## config.mk

```make
export PLATFORM = sky130hd
export DESIGN_NAME = tank_level_median_window_top
export DESIGN_NICKNAME = d
export VERILOG_FILES = /design/src/design/tlmw_pkg.sv /design/src/design/tlmw_ram.sv /design/src/design/tlmw_div.sv /design/src/design/tlmw_seq.sv /design/src/design/tank_level_median_window_top.sv
export SDC_FILE = /design/constraint.sdc
export NUM_CORES = 2
export LEC_CHECK = 0
export CAP_MARGIN = 25
export CORE_MARGIN = 4
export CORE_UTILIZATION = 40
export CTS_CLUSTER_DIAMETER = 80
export DETAILED_ROUTE_END_ITERATION = 10
export DONT_BUFFER_PORTS = 1
export GPL_TIMING_DRIVEN = 0
export PLACE_DENSITY = 0.56
export SLEW_MARGIN = 20
export SYNTH_ARGS = -nofsm -noshare
export SYNTH_HDL_FRONTEND = slang
export SYNTH_SLANG_ARGS = --single-unit
```

## constraint.sdc

```tcl
create_clock -name aclk -period 10.65 [get_ports aclk]
set_input_delay 0.5325 -clock aclk [delete_from_list [all_inputs] [get_ports aclk]]
set_output_delay 0.5325 -clock aclk [all_outputs]
set_load 0.02 [all_outputs]
```

## src/design/tlmw_pkg.sv

```systemverilog
// ----------------------------------------------------------------------------
// tlmw_pkg
// Shared types and constants for the tank level median window.
// ----------------------------------------------------------------------------
package tlmw_pkg;

    localparam int unsigned WINDOW_DEPTH_DEF = 16;
    localparam int unsigned ADC_SPAN_DEF     = 1024;
    localparam int unsigned CODE_W           = 10;
    localparam int unsigned MV_W             = 16;
    localparam int unsigned REF_W            = 16;
    localparam int unsigned OHM_W            = 20;

    localparam logic [REF_W-1:0] REF_MV_RST  = 16'd5000;
    localparam logic [OHM_W-1:0] TOP_OHM_RST = 20'd10000;
    localparam logic [OHM_W-1:0] BOT_OHM_RST = 20'd10000;

    localparam logic [1:0] REG_REF_MV  = 2'd0;
    localparam logic [1:0] REG_TOP_OHM = 2'd1;
    localparam logic [1:0] REG_BOT_OHM = 2'd2;

    localparam logic CMD_PUSH  = 1'b0;
    localparam logic CMD_CLEAR = 1'b1;

    typedef enum logic [3:0] {
        ST_IDLE,
        ST_RD_OUTER,
        ST_RD_INNER,
        ST_CMP,
        ST_MUL1,
        ST_DIV1,
        ST_MUL2,
        ST_DIV2,
        ST_DIV3,
        ST_OUT
    } seq_state_t;

endpackage

```

## src/design/tlmw_ram.sv

```systemverilog
// ----------------------------------------------------------------------------
// tlmw_ram
// Generic single-port RAM with registered read.
// ----------------------------------------------------------------------------
module tlmw_ram #(
    parameter int unsigned WIDTH = 10,
    parameter int unsigned DEPTH = 16
) (
    input  logic                     aclk,
    input  logic                     we,
    input  logic [$clog2(DEPTH)-1:0] addr,
    input  logic [WIDTH-1:0]         wdata,
    output logic [WIDTH-1:0]         rdata
);

    logic [WIDTH-1:0] mem_reg [DEPTH];

    always_ff @(posedge aclk) begin
        if (we) begin
            mem_reg[addr] <= wdata;
        end
        rdata <= mem_reg[addr];
    end

endmodule

```

## src/design/tlmw_div.sv

```systemverilog
// ----------------------------------------------------------------------------
// tlmw_div
// Restoring divider, one quotient bit per cycle.
// ----------------------------------------------------------------------------
module tlmw_div #(
    parameter int unsigned NW = 48,
    parameter int unsigned DW = 21
) (
    input  logic           aclk,
    input  logic           aresetn,
    input  logic           start,
    input  logic [NW-1:0]  numer,
    input  logic [DW-1:0]  denom,
    output logic           busy,
    output logic [NW-1:0]  quot
);

    localparam int unsigned CW = $clog2(NW + 1);

    logic [NW-1:0] q_reg;
    logic [DW:0]   r_reg;
    logic [DW-1:0] d_reg;
    logic [CW-1:0] cnt_reg;
    logic          busy_reg;
    logic [DW:0]   shifted;
    logic [DW:0]   diff;

    assign shifted = {r_reg[DW-1:0], q_reg[NW-1]};
    assign diff    = shifted - {1'b0, d_reg};

    always_ff @(posedge aclk) begin
        if (!aresetn) begin
            busy_reg <= 1'b0;
            cnt_reg  <= '0;
        end else if (start) begin
            busy_reg <= 1'b1;
            cnt_reg  <= CW'(NW);
            q_reg    <= numer;
            r_reg    <= '0;
            d_reg    <= denom;
        end else if (busy_reg) begin
            if (!diff[DW]) begin
                r_reg <= diff;
                q_reg <= {q_reg[NW-2:0], 1'b1};
            end else begin
                r_reg <= shifted;
                q_reg <= {q_reg[NW-2:0], 1'b0};
            end
            cnt_reg <= cnt_reg - 1'b1;
            if (cnt_reg == CW'(1)) begin
                busy_reg <= 1'b0;
            end
        end
    end

    assign busy = busy_reg;
    assign quot = q_reg;

endmodule

```

## src/design/tlmw_seq.sv

```systemverilog
// ----------------------------------------------------------------------------
// tlmw_seq
// Sequencer: writes or clears the ring, ranks slots until it finds the median, scales it.
// ----------------------------------------------------------------------------
module tlmw_seq
    import tlmw_pkg::*;
#(
    parameter int unsigned WINDOW_DEPTH = WINDOW_DEPTH_DEF
) (
    input  logic                   aclk,
    input  logic                   aresetn,
    input  logic                   in_valid,
    output logic                   in_ready,
    input  logic                   in_cmd,
    input  logic [CODE_W-1:0]      in_code,
    output logic                   out_valid,
    input  logic                   out_ready,
    output logic [CODE_W-1:0]      out_median,
    output logic [MV_W-1:0]        out_mv,
    output logic [$clog2(WINDOW_DEPTH+1)-1:0] out_count,
    input  logic [REF_W-1:0]       ref_mv,
    input  logic [OHM_W-1:0]       top_ohm,
    input  logic [OHM_W-1:0]       bot_ohm
);

    localparam int unsigned AW  = $clog2(WINDOW_DEPTH);
    localparam int unsigned CNW = $clog2(WINDOW_DEPTH + 1);
    localparam int unsigned SPW = $clog2(ADC_SPAN_DEF);
    localparam int unsigned P1W = REF_W + CODE_W + 4;
    localparam int unsigned TW  = P1W - SPW;
    localparam int unsigned NW  = TW + OHM_W + 1;
    localparam int unsigned DW  = OHM_W + 1;
    // tenths quotient at which the level saturates, and 2^23/10 rounded up
    localparam int unsigned QW       = 20;
    localparam int unsigned SAT_X10  = 655360;
    localparam int unsigned REC10    = 838861;
    localparam int unsigned REC10_SH = 23;

    seq_state_t state_reg, state_next;

    logic [AW-1:0]     slot_reg, slot_next;
    logic              full_reg, full_next;
    logic [AW-1:0]     i_reg, i_next;
    logic [AW-1:0]     j_reg, j_next;
    logic [CODE_W-1:0] x_reg, x_next;
    logic [CNW-1:0]    less_reg, less_next;
    logic [CNW-1:0]    leq_reg, leq_next;
    logic [CODE_W-1:0] med_reg, med_next;
    logic [NW-1:0]     acc_reg, acc_next;
    logic [MV_W-1:0]   mv_reg, mv_next;
    logic [CNW-1:0]    cnt;
    logic [CNW-1:0]    half;

    logic              ram_we;
    logic [AW-1:0]     ram_addr;
    logic [CODE_W-1:0] ram_rdata;

    logic              div_start;
    logic              div_busy;
    logic [NW-1:0]     div_numer;
    logic [DW-1:0]     div_denom;
    logic [NW-1:0]     div_quot;
    logic [2*QW-1:0]   tenth_prod;

    assign cnt  = full_reg ? CNW'(WINDOW_DEPTH) : CNW'(slot_reg);
    assign half = cnt >> 1;

    assign div_numer  = acc_reg;
    assign div_denom  = {1'b0, bot_ohm};
    assign tenth_prod = {{QW{1'b0}}, div_quot[QW-1:0]} * (2*QW)'(REC10);

    tlmw_ram #(.WIDTH(CODE_W), .DEPTH(WINDOW_DEPTH)) u_ram (
        .aclk  (aclk),
        .we    (ram_we),
        .addr  (ram_addr),
        .wdata (in_code),
        .rdata (ram_rdata)
    );

    tlmw_div #(.NW(NW), .DW(DW)) u_div (
        .aclk    (aclk),
        .aresetn (aresetn),
        .start   (div_start),
        .numer   (div_numer),
        .denom   (div_denom),
        .busy    (div_busy),
        .quot    (div_quot)
    );

    always_ff @(posedge aclk) begin
        if (!aresetn) begin
            state_reg <= ST_IDLE;
            slot_reg  <= '0;
            full_reg  <= 1'b0;
        end else begin
            state_reg <= state_next;
            slot_reg  <= slot_next;
            full_reg  <= full_next;
        end
    end

    always_ff @(posedge aclk) begin
        i_reg    <= i_next;
        j_reg    <= j_next;
        x_reg    <= x_next;
        less_reg <= less_next;
        leq_reg  <= leq_next;
        med_reg  <= med_next;
        acc_reg  <= acc_next;
        mv_reg   <= mv_next;
    end

    always_comb begin
        state_next = state_reg;
        slot_next  = slot_reg;
        full_next  = full_reg;
        i_next     = i_reg;
        j_next     = j_reg;
        x_next     = x_reg;
        less_next  = less_reg;
        leq_next   = leq_reg;
        med_next   = med_reg;
        acc_next   = acc_reg;
        mv_next    = mv_reg;
        ram_we     = 1'b0;
        ram_addr   = i_reg;
        div_start  = 1'b0;
        in_ready   = 1'b0;
        out_valid  = 1'b0;
        unique case (state_reg)
            ST_IDLE: begin
                in_ready = 1'b1;
                ram_addr = slot_reg;
                if (in_valid) begin
                    med_next = '0;
                    mv_next  = '0;
                    i_next   = '0;
                    if (in_cmd == CMD_CLEAR) begin
                        slot_next  = '0;
                        full_next  = 1'b0;
                        state_next = ST_OUT;
                    end else begin
                        ram_we = 1'b1;
                        if (slot_reg == AW'(WINDOW_DEPTH - 1)) begin
                            slot_next = '0;
                            full_next = 1'b1;
                        end else begin
                            slot_next = slot_reg + 1'b1;
                        end
                        state_next = ST_RD_OUTER;
                    end
                end
            end
            ST_RD_OUTER: begin
                // ram_rdata holds slot i next cycle
                ram_addr   = i_reg;
                j_next     = '0;
                less_next  = '0;
                leq_next   = '0;
                state_next = ST_RD_INNER;
            end
            ST_RD_INNER: begin
                x_next     = ram_rdata;
                ram_addr   = j_reg;
                state_next = ST_CMP;
            end
            ST_CMP: begin
                // rank x against slot j
                ram_addr = j_reg + 1'b1;
                if (ram_rdata < x_reg) less_next = less_reg + 1'b1;
                if (ram_rdata <= x_reg) leq_next = leq_reg + 1'b1;
                if (CNW'(j_reg) == cnt - 1'b1) begin
                    state_next = ST_MUL1;
                end else begin
                    j_next = j_reg + 1'b1;
                end
            end
            ST_MUL1: begin
                // x is the median when less <= half < leq
                if (less_reg <= half && half < leq_reg) begin
                    med_next   = x_reg;
                    acc_next   = NW'(P1W'(ref_mv) * P1W'(x_reg) * P1W'(4'd10));
                    state_next = ST_DIV1;
                end else begin
                    i_next     = i_reg + 1'b1;
                    state_next = ST_RD_OUTER;
                end
            end
            ST_DIV1: begin
                acc_next   = NW'(acc_reg[P1W-1:SPW]);
                state_next = ST_MUL2;
            end
            ST_MUL2: begin
                acc_next   = NW'(acc_reg[TW-1:0]) * (NW'(top_ohm) + NW'(bot_ohm));
                state_next = ST_DIV2;
            end
            ST_DIV2: begin
                div_start  = 1'b1;
                state_next = ST_DIV3;
            end
            ST_DIV3: begin
                if (!div_busy) begin
                    // divide by ten through the reciprocal; saturate on large quotients or a zero bottom resistor
                    if (div_quot >= NW'(SAT_X10) || bot_ohm == '0) begin
                        mv_next = {MV_W{1'b1}};
                    end else begin
                        mv_next = MV_W'(tenth_prod >> REC10_SH);
                    end
                    state_next = ST_OUT;
                end
            end
            ST_OUT: begin
                out_valid = 1'b1;
                if (out_ready) state_next = ST_IDLE;
            end
            default: state_next = ST_IDLE;
        endcase
    end

    assign out_median = med_reg;
    assign out_mv     = mv_reg;
    assign out_count  = cnt;

endmodule

```

## src/design/tank_level_median_window_top.sv

```systemverilog
// ----------------------------------------------------------------------------
// tank_level_median_window_top
// Running median of tank-sender ADC words with millivolt scaling.
// ----------------------------------------------------------------------------
// channel   ports         word
// input     s_axis_*      tdata: sample_code[9:0]; tuser: command
// result    m_axis_*      tdata: median[9:0], mv[25:10], count[30:26]; tuser: valid
// config    APB p*        0 reference mV, 1 top ohms, 2 bottom ohms
//
// A push raises m_axis_tvalid after slot ranking through one RAM read port,
// slot by slot from slot 0 up to the slot that holds the median, then a
// bit-serial division by the bottom resistor. A clear raises it the cycle
// after it is taken. Reset is synchronous on aresetn. One word is worked
// at a time; the input stays stalled until the result word is taken.
// ----------------------------------------------------------------------------
module tank_level_median_window_top
    import tlmw_pkg::*;
#(
    parameter int unsigned WINDOW_DEPTH = WINDOW_DEPTH_DEF
) (
    input  logic        aclk,
    input  logic        aresetn,
    input  logic        s_axis_tvalid,
    output logic        s_axis_tready,
    input  logic [15:0] s_axis_tdata,  // sample_code
    input  logic        s_axis_tuser,  // command
    output logic        m_axis_tvalid,
    input  logic        m_axis_tready,
    output logic [31:0] m_axis_tdata,  // median_code, level_millivolts, filled_count
    output logic        m_axis_tuser,  // result_valid
    input  logic        psel,
    input  logic        penable,
    input  logic        pwrite,
    input  logic [3:0]  paddr,
    input  logic [31:0] pwdata,
    output logic [31:0] prdata,
    output logic        pready
);

    localparam int unsigned CNW = $clog2(WINDOW_DEPTH + 1);

    logic [REF_W-1:0]  ref_mv_reg;
    logic [OHM_W-1:0]  top_ohm_reg;
    logic [OHM_W-1:0]  bot_ohm_reg;
    logic [CODE_W-1:0] med;
    logic [MV_W-1:0]   mv;
    logic [CNW-1:0]    cnt;
    logic [4:0]        cnt5;
    logic              cfg_wr;

    assign pready = 1'b1;
    assign cfg_wr = psel & penable & pwrite;

    always_ff @(posedge aclk) begin
        if (!aresetn) begin
            ref_mv_reg  <= REF_MV_RST;
            top_ohm_reg <= TOP_OHM_RST;
            bot_ohm_reg <= BOT_OHM_RST;
        end else if (cfg_wr && paddr[1:0] == 2'b00) begin
            unique case (paddr[3:2])
                REG_REF_MV:  ref_mv_reg  <= pwdata[REF_W-1:0];
                REG_TOP_OHM: top_ohm_reg <= pwdata[OHM_W-1:0];
                REG_BOT_OHM: bot_ohm_reg <= pwdata[OHM_W-1:0];
                default: ;
            endcase
        end
    end

    always_comb begin
        unique case (paddr[3:2])
            REG_REF_MV:  prdata = 32'(ref_mv_reg);
            REG_TOP_OHM: prdata = 32'(top_ohm_reg);
            REG_BOT_OHM: prdata = 32'(bot_ohm_reg);
            default:     prdata = '0;
        endcase
    end

    tlmw_seq #(.WINDOW_DEPTH(WINDOW_DEPTH)) u_seq (
        .aclk       (aclk),
        .aresetn    (aresetn),
        .in_valid   (s_axis_tvalid),
        .in_ready   (s_axis_tready),
        .in_cmd     (s_axis_tuser),
        .in_code    (s_axis_tdata[CODE_W-1:0]),
        .out_valid  (m_axis_tvalid),
        .out_ready  (m_axis_tready),
        .out_median (med),
        .out_mv     (mv),
        .out_count  (cnt),
        .ref_mv     (ref_mv_reg),
        .top_ohm    (top_ohm_reg),
        .bot_ohm    (bot_ohm_reg)
    );

    assign cnt5 = 5'(cnt);
    assign m_axis_tdata = {1'b0, cnt5, mv, med};
    assign m_axis_tuser = (cnt != '0);

endmodule

```

# Yosys cells after proc, flatten, opt, wreduce, memory -nomap -nowiden
# Memory sizes are Yosys's and may differ from the RTL's. A register that Yosys moved wholly into a read port is not among the register bits.
# Index checks and enable logic that the tools add are counted.
dict set report classes {
  add_sub_neg 9
  mul 4
  n_div 0
  order_cmp 5
  n_eq_ne 23
  shift 0
  muxes 50
  bitwise 3
  reduce_logical 30
}
# op n
set ops {}
lappend ops {{41-bit 2-to-1 mux} 3}
lappend ops {{41-bit case mux with 3 select lines} 1}
lappend ops {{20-bit case mux with 3 select lines} 1}
lappend ops {{16-bit 2-to-1 mux} 3}
lappend ops {{21-bit 2-to-1 mux} 2}
lappend ops {{41-bit by 20-bit >= comparator with 1-bit output (second input constant)} 1}
lappend ops {{20-bit by 41-bit multiplier with 41-bit output} 1}
lappend ops {{4-bit 2-to-1 mux} 10}
lappend ops {{4-bit case mux with 10 select lines} 1}
lappend ops {{20-bit by 20-bit multiplier with 39-bit output (second input constant)} 1}
lappend ops {{16-bit case mux with 2 select lines} 1}
lappend ops {{26-bit by 3-bit multiplier with 29-bit output (second input constant)} 1}
lappend ops {{16-bit by 10-bit multiplier with 26-bit output} 1}
lappend ops {{22-bit by 20-bit subtractor with 22-bit output} 1}
lappend ops {{20-bit by 20-bit adder with 21-bit output} 1}
lappend ops {{20-bit logical NOT} 1}
lappend ops {{10-bit 2-to-1 mux} 2}
lappend ops {{10-bit case mux with 2 select lines} 1}
lappend ops {{5-bit case mux with 2 select lines} 2}
lappend ops {{2-bit AND reduction} 10}
lappend ops {{4-bit by 3-bit equality test with 1-bit output (second input constant)} 4}
lappend ops {{4-bit case mux with 2 select lines} 2}
lappend ops {{5-bit 2-to-1 mux} 3}
lappend ops {{1-bit 2-to-1 mux} 14}
lappend ops {{32 further kinds} 56}
dict set report totals {
  reg_bits 249
  latch_bits 0
  ramBits 160
  rom_bits 0
  inputBits 60
  out_inout_bits 68
  wordCells 145
  mem_count 1
}
# name words width rd rd_clocked_by_memory_dff write_ports line
set memory_table {}
lappend memory_table {u_seq.u_ram.mem_reg 16 10 1 1 1 tlmw_ram.sv:16} ;# logic [WIDTH-1:0] mem_reg [DEPTH];

# Longest topological paths before layout
dict set report logic_depth {
  word_depth 5
  mapped_depth 38
  mapped_depth_nobuf 37
}

# Modules after synthesis
# Synthesis repeated with hierarchy kept, for this count alone.
dict set report unflattened {
  cells_unflattened 4653
  area_unflattened_um2 47398.0
}
# module instances cells_per_inst area_each_um2
set modules_own_cells {}
lappend modules_own_cells {tlmw_seq 1 3666 33499.6}
lappend modules_own_cells {tlmw_ram 1 280 6303.5}
lappend modules_own_cells {tlmw_div 1 409 4894.7}
lappend modules_own_cells {tank_level_median_window_top 1 298 2700.1}

# Worst setup path before layout
# Ideal clock, no wire load.
dict set report synth_timing {
  path_kind {register to register}
  from {reg bot_ohm_reg[0]}
  to {reg u_seq.acc_reg[29], data pin}
  setup_time_ns 0.279
  arrival_time_ns 8.066
  t_required_ns 10.371
  setup_slack_ns 2.305
  stages_incl_launch_ff 37
  n_path_buf 1
  period_less_slack_ns 8.345
  cell_sequence {dfxtp_1 -> ha_1 -> inv_1 -> fa_1 -> nor2b_1 -> o21ai_0 -> a21boi_1 -> o21ai_1 -> a311oi_1 -> a31oi_1 -> a211oi_1 -> nor3_1 -> xnor2_1 -> buf_2 -> and2_1 -> fa_1 -> fa_1 -> inv_1 -> fa_1 -> inv_1 -> fa_1 -> fa_1 -> fa_1 -> inv_1 -> fa_1 -> inv_1 -> ha_1 -> a21o_1 -> a21o_1 -> a21o_1 -> a21oi_1 -> nor2b_1 -> a22oi_2 -> a41oi_2 -> xnor2_1 -> a32oi_1 -> o21ai_1}
}
dict set report synth_between {
  elab_chain_cells 3
}
# item line
set synth_rtl {}
lappend synth_rtl {{start, declared} tank_level_median_window_top.sv:44} ;# logic [OHM_W-1:0] bot_ohm_reg;
lappend synth_rtl {{start signal, assigned} tank_level_median_window_top.sv:63} ;# REG_BOT_OHM: bot_ohm_reg <= pwdata[OHM_W-1:0];
lappend synth_rtl {{20-bit by 20-bit adder with 21-bit output} tlmw_seq.sv:194} ;# acc_next = NW'(acc_reg[TW-1:0]) * (NW'(top_ohm) + NW'(bot_ohm));
lappend synth_rtl {{20-bit by 41-bit multiplier with 41-bit output} tlmw_seq.sv:194}
lappend synth_rtl {{41-bit case mux with 3 select lines} tlmw_seq.sv:130} ;# unique case (state_reg)
lappend synth_rtl {{named net u_seq.acc_next[29]} tlmw_seq.sv:49} ;# logic [NW-1:0] acc_reg, acc_next;
lappend synth_rtl {{end signal, assigned} tlmw_seq.sv:109} ;# acc_reg <= acc_next;
lappend synth_rtl {{end, declared} tlmw_seq.sv:49}
# The timed path passes the listed nets, and every way through them passes these cells.
# A chain may end at the register's enable or synchronous reset.

# Final worst setup path
dict set report layout_timing {
  from {reg bot_ohm_reg[0]}
  to {reg u_seq.acc_reg[35], data pin}
}
# The elaborated chain is that of the path after synthesis.

==> flow_summary.toml <==
[outcome]
outcome = "finished, final reports clean"

[route]
drc = 0
detail-route-antenna-nets = 0
post_drt_via_cell_ratio = 5.21
wl_um = 136000
drt-initial-drc-count = 2206
vias = 33426
post_drt_wl_per_cell_um = 21.1
drt_first_pass_iters = 7

[global_route]
gr-usage-all-layers_pct = 22.5
overflow = 0
grt_pass1_wl_um = 210000
first_global_vias = 34678
antenna_found_initial = 7
grt_max_degree = 43

[critical_path]
worstPathMaxFanout = 10
end_kind = "flip-flop"
reg2reg_from = "bot_ohm_reg[0]"
required_ps = 11000
path_buf_inv = 6
reg2reg_depth = 33
crit_path_frequent_cell = "fa_1"
cp_num_cells = 33
critPathLaunchType = "flip-flop"
crit_type = "reg2reg"
worstSetupEndpoint = "u_seq.acc_reg[35]"
reg2reg_slack_ps = 620
worstPathArrival_ps = 10380
r2r-end = "u_seq.acc_reg[35]"
critPathLaunch = "bot_ohm_reg[0]"
slowest_delay_ps = 630
crit_family = "adder cells"
crit_slowest_cell = "clkbuf_1"

[clock_network]
cts_tree = "done"
clock-sinks = 419
post_cts_buffers = 0
root_buffer = "clkbuf_16"
htree_levels = 2
clk_pin_slew_ps = 70
clock_latency_ps = 610
clock_path_buffers = 3
cts_made_buffers = 45

[sta]
setup_tns_ps = 0
post-route-period-util_pct = 94.2
relSlewSlack_pct = 28.5
setup_viol_count_final = 0
hold_violations = 0
fmax_mhz = 99.7
rsz0062_at_grt = "false"
fin_skew_ps = 23.3
fin_crit_ps = 10030
drv_slew = 0
worst_slew_pin_slew_ps = 1060

[synth]
syn_inst = 4767
synth_warnings = 0
synth-edff-count = 337
async_flop_share_pct = 0
synth-seq-cells = 419
syn_avg_cell_area_um2 = 9.83
synth_area_um2 = 46800
netlist_top_cells_area = "fa_1 (25%), edfxtp_1 (22%), ha_1 (14%), inv_1 (6.4%), nand2_1 (4.9%)"
yosysTopAreaCell = "fa_1"
ys_types = 82
synth_flop_cell = "edfxtp_1"
synth_top_cell_area_share_pct = 25.2
yosysSeqAreaShare_pct = 25.1

[floorplanning]
die_w_um = 350
start_util_pct = 40.3
io-pin-count = 128
rows = 125
die_area_um2 = 123000
fp.dieH_um = 350
design.core.area_um2 = 116000

[placement]
gp_congestion = 0.914
hpwl_um = 109000
io_buffers = 0
postPlaceCellArea_um2 = 48900

[pwr]
power_leakage_uw = 0.0233
pwr_density_cell_nw_per_um2 = 229
peakVddDrop_v = 0.000471
netSwitchingFraction_pct = 47.2
p_int_uw = 6110
p_seq_share_pct = 19.6
finalPower_uw = 11600
p_switching_uw = 5470
p_comb_share_pct = 66.6
power_frac_clock_pct = 13.8

[worst_hold_path]
holdCritPathClass = "in2reg"

[cells_and_area]
nFillCells = 11278
nets = 6026
postLayoutCellArea_um2 = 50600
largest_register_ff_count = 160
drive_gt1_share_pct = 3.71
synthToLayoutAreaGrowth_pct = 7.97

[flow_run]
cap_violations = 0
==> Yosys cell counts, types with 5 or more instances <==
cell type    n
nor4_1      12
buf_4       18
mux2i_1     73
nor3_1      35
a31oi_1     12
nor2_1     178
a211oi_1    41
nand2b_1    37
and2_1     283
xor2_1      50
a21oi_1    166
mux2_2      40
nand3_1     58
nand4_1     21
a21o_1      67
edfxtp_1   337
a31o_2       5
o21ai_0    154
o21ai_1      6
a2111oi_0    5
and3_1      12
or2_2        8
xnor2_1     99
o22ai_1     12
dfxtp_1     82
buf_2       11
fa_1       590
or3_1        7
a21boi_0     7
o31ai_1      8
nor2b_1     43
inv_1      794
o21bai_1    18
o21a_1      38
a22o_1       5
clkbuf_1   188
a22oi_1     15
ha_1       529
o211ai_1    17
nand2_1    606
==> worst min-delay path by stage <==
| stage | from | endpoint | slack (ps) | depth (start not counted) |
|---|---|---|---|---|
| 6_report | pwdata[8] | top_ohm_reg[8] | 50 | 2 |
| 5_1_grt | pwdata[9] | bot_ohm_reg[9] | 30 | 2 |
| 4_1_cts | pwdata[9] | bot_ohm_reg[9] | 20 | 2 |
| 3_5_place_dp | u_seq.u_ram.rdata[0] | u_seq.x_reg[0] | 420 | 0 |
| 3_3_place_gp | u_seq.u_ram.rdata[0] | u_seq.x_reg[0] | 430 | 0 |
| 2_1_floorplan | u_seq.u_ram.rdata[0] | u_seq.x_reg[0] | 410 | 0 |
==> cells by family (layout without fill, tap and decap cells) <==
| group | count (synthesis) | after routing | synth area share [%] |
|---|---|---|---|
| muxes | 113 | 113 | 2.52 |
| xor gates and xnor gates | 151 | 151 | 2.86 |
| adders and majority gates | 1119 | 1119 | 39.3 |
| and+or+nand+nor | 1316 | 1316 | 13.2 |
| other | 2 | 25 | 0.0160 |
| DFF | 419 | 419 | 25.1 |
| AOI/OAI and AO/OA | 631 | 631 | 8.63 |
| buffers and inverters | 1016 | 1120 | 8.32 |
==> through the flow <==
| stage | util [%] | worst slack, ps | hold WS (ps) | std cells |
|---|---|---|---|---|
| after floorplan | - | 2310 | 408 | 4779 |
| after global placement | 42.0 | 706 | 428 | 6303 |
| after detailed placement | 42.1 | 617 | 425 | 6309 |
| after CTS | 43.5 | 576 | 23.8 | 6406 |
| after global routing | 43.5 | 52.2 | 33.3 | 6411 |
| final | 43.5 | 618 | 54.0 | 6418 |
==> layout make-up <==
type,instances,area (µm²),share of cell area [%]
diodes,11,27.5,0.0544
plain buffers,221,912,1.80
clock buffers,59,1230,2.43
clock inverters,24,275,0.544
inverters,795,2980,5.90
multi-input cells,3344,31300,61.8
flip-flops and latches,419,11800,23.3
well taps,1524,1910,3.77
repair buffers,21,223,0.440
==> metal layers <==
layer  GRT usage, %  wire (µm)
met4           7.62       5190
met2           36.5      62200
met1           30.4      59500
met5              0          0
met3           4.04       8600
==> power groups by stage <==
| stage | registers [µW] | clock network [µW] | logic (µW) |
|---|---|---|---|
| after floorplan | 2270 | 0 | 5500 |
| after global placement | 2300 | 0 | 7540 |
| after detailed placement | 2300 | 0 | 7600 |
| after CTS | 2270 | 1640 | 7670 |
| after global routing | 2280 | 1710 | 8600 |
| final | 2270 | 1600 | 7710 |
==> layout by cell type (no fill, tap or decap), types with 11 or more instances in the layout <==
master         instances
a211oi_1              41
a21o_1                67
a21oi_1              166
a22oi_1               15
a31oi_1               12
and2_1               283
and3_1                12
buf_2                 12
buf_4                 20
clkbuf_1             196
clkbuf_16             45
conb_1                14
dfxtp_1               82
diode_2               11
dlygate4sd3_1         14
edfxtp_1             337
fa_1                 590
ha_1                 529
inv_1                794
mux2_2                40
mux2i_1               73
nand2_1              606
nand2b_1              36
nand3_1               58
nand4_1               21
nor2_1               175
nor2b_1               42
nor3_1                34
nor4_1                12
o211ai_1              17
o21a_1                38
o21ai_0              140
o21ai_1               20
o21bai_1              18
o22ai_1               12
xnor2_1               99
xor2_1                50
==> repair_timing <==
| item | in CTS | in global routing |
|---|---|---|
| resized for setup | 0 | 2 |
| hold buffers | 14 | 0 |
| setup endpoints to repair | 0 | 2 |
| hold endpoints to repair | 155 | 0 |
No activity file was read; power rests on OpenSTA's default activity.
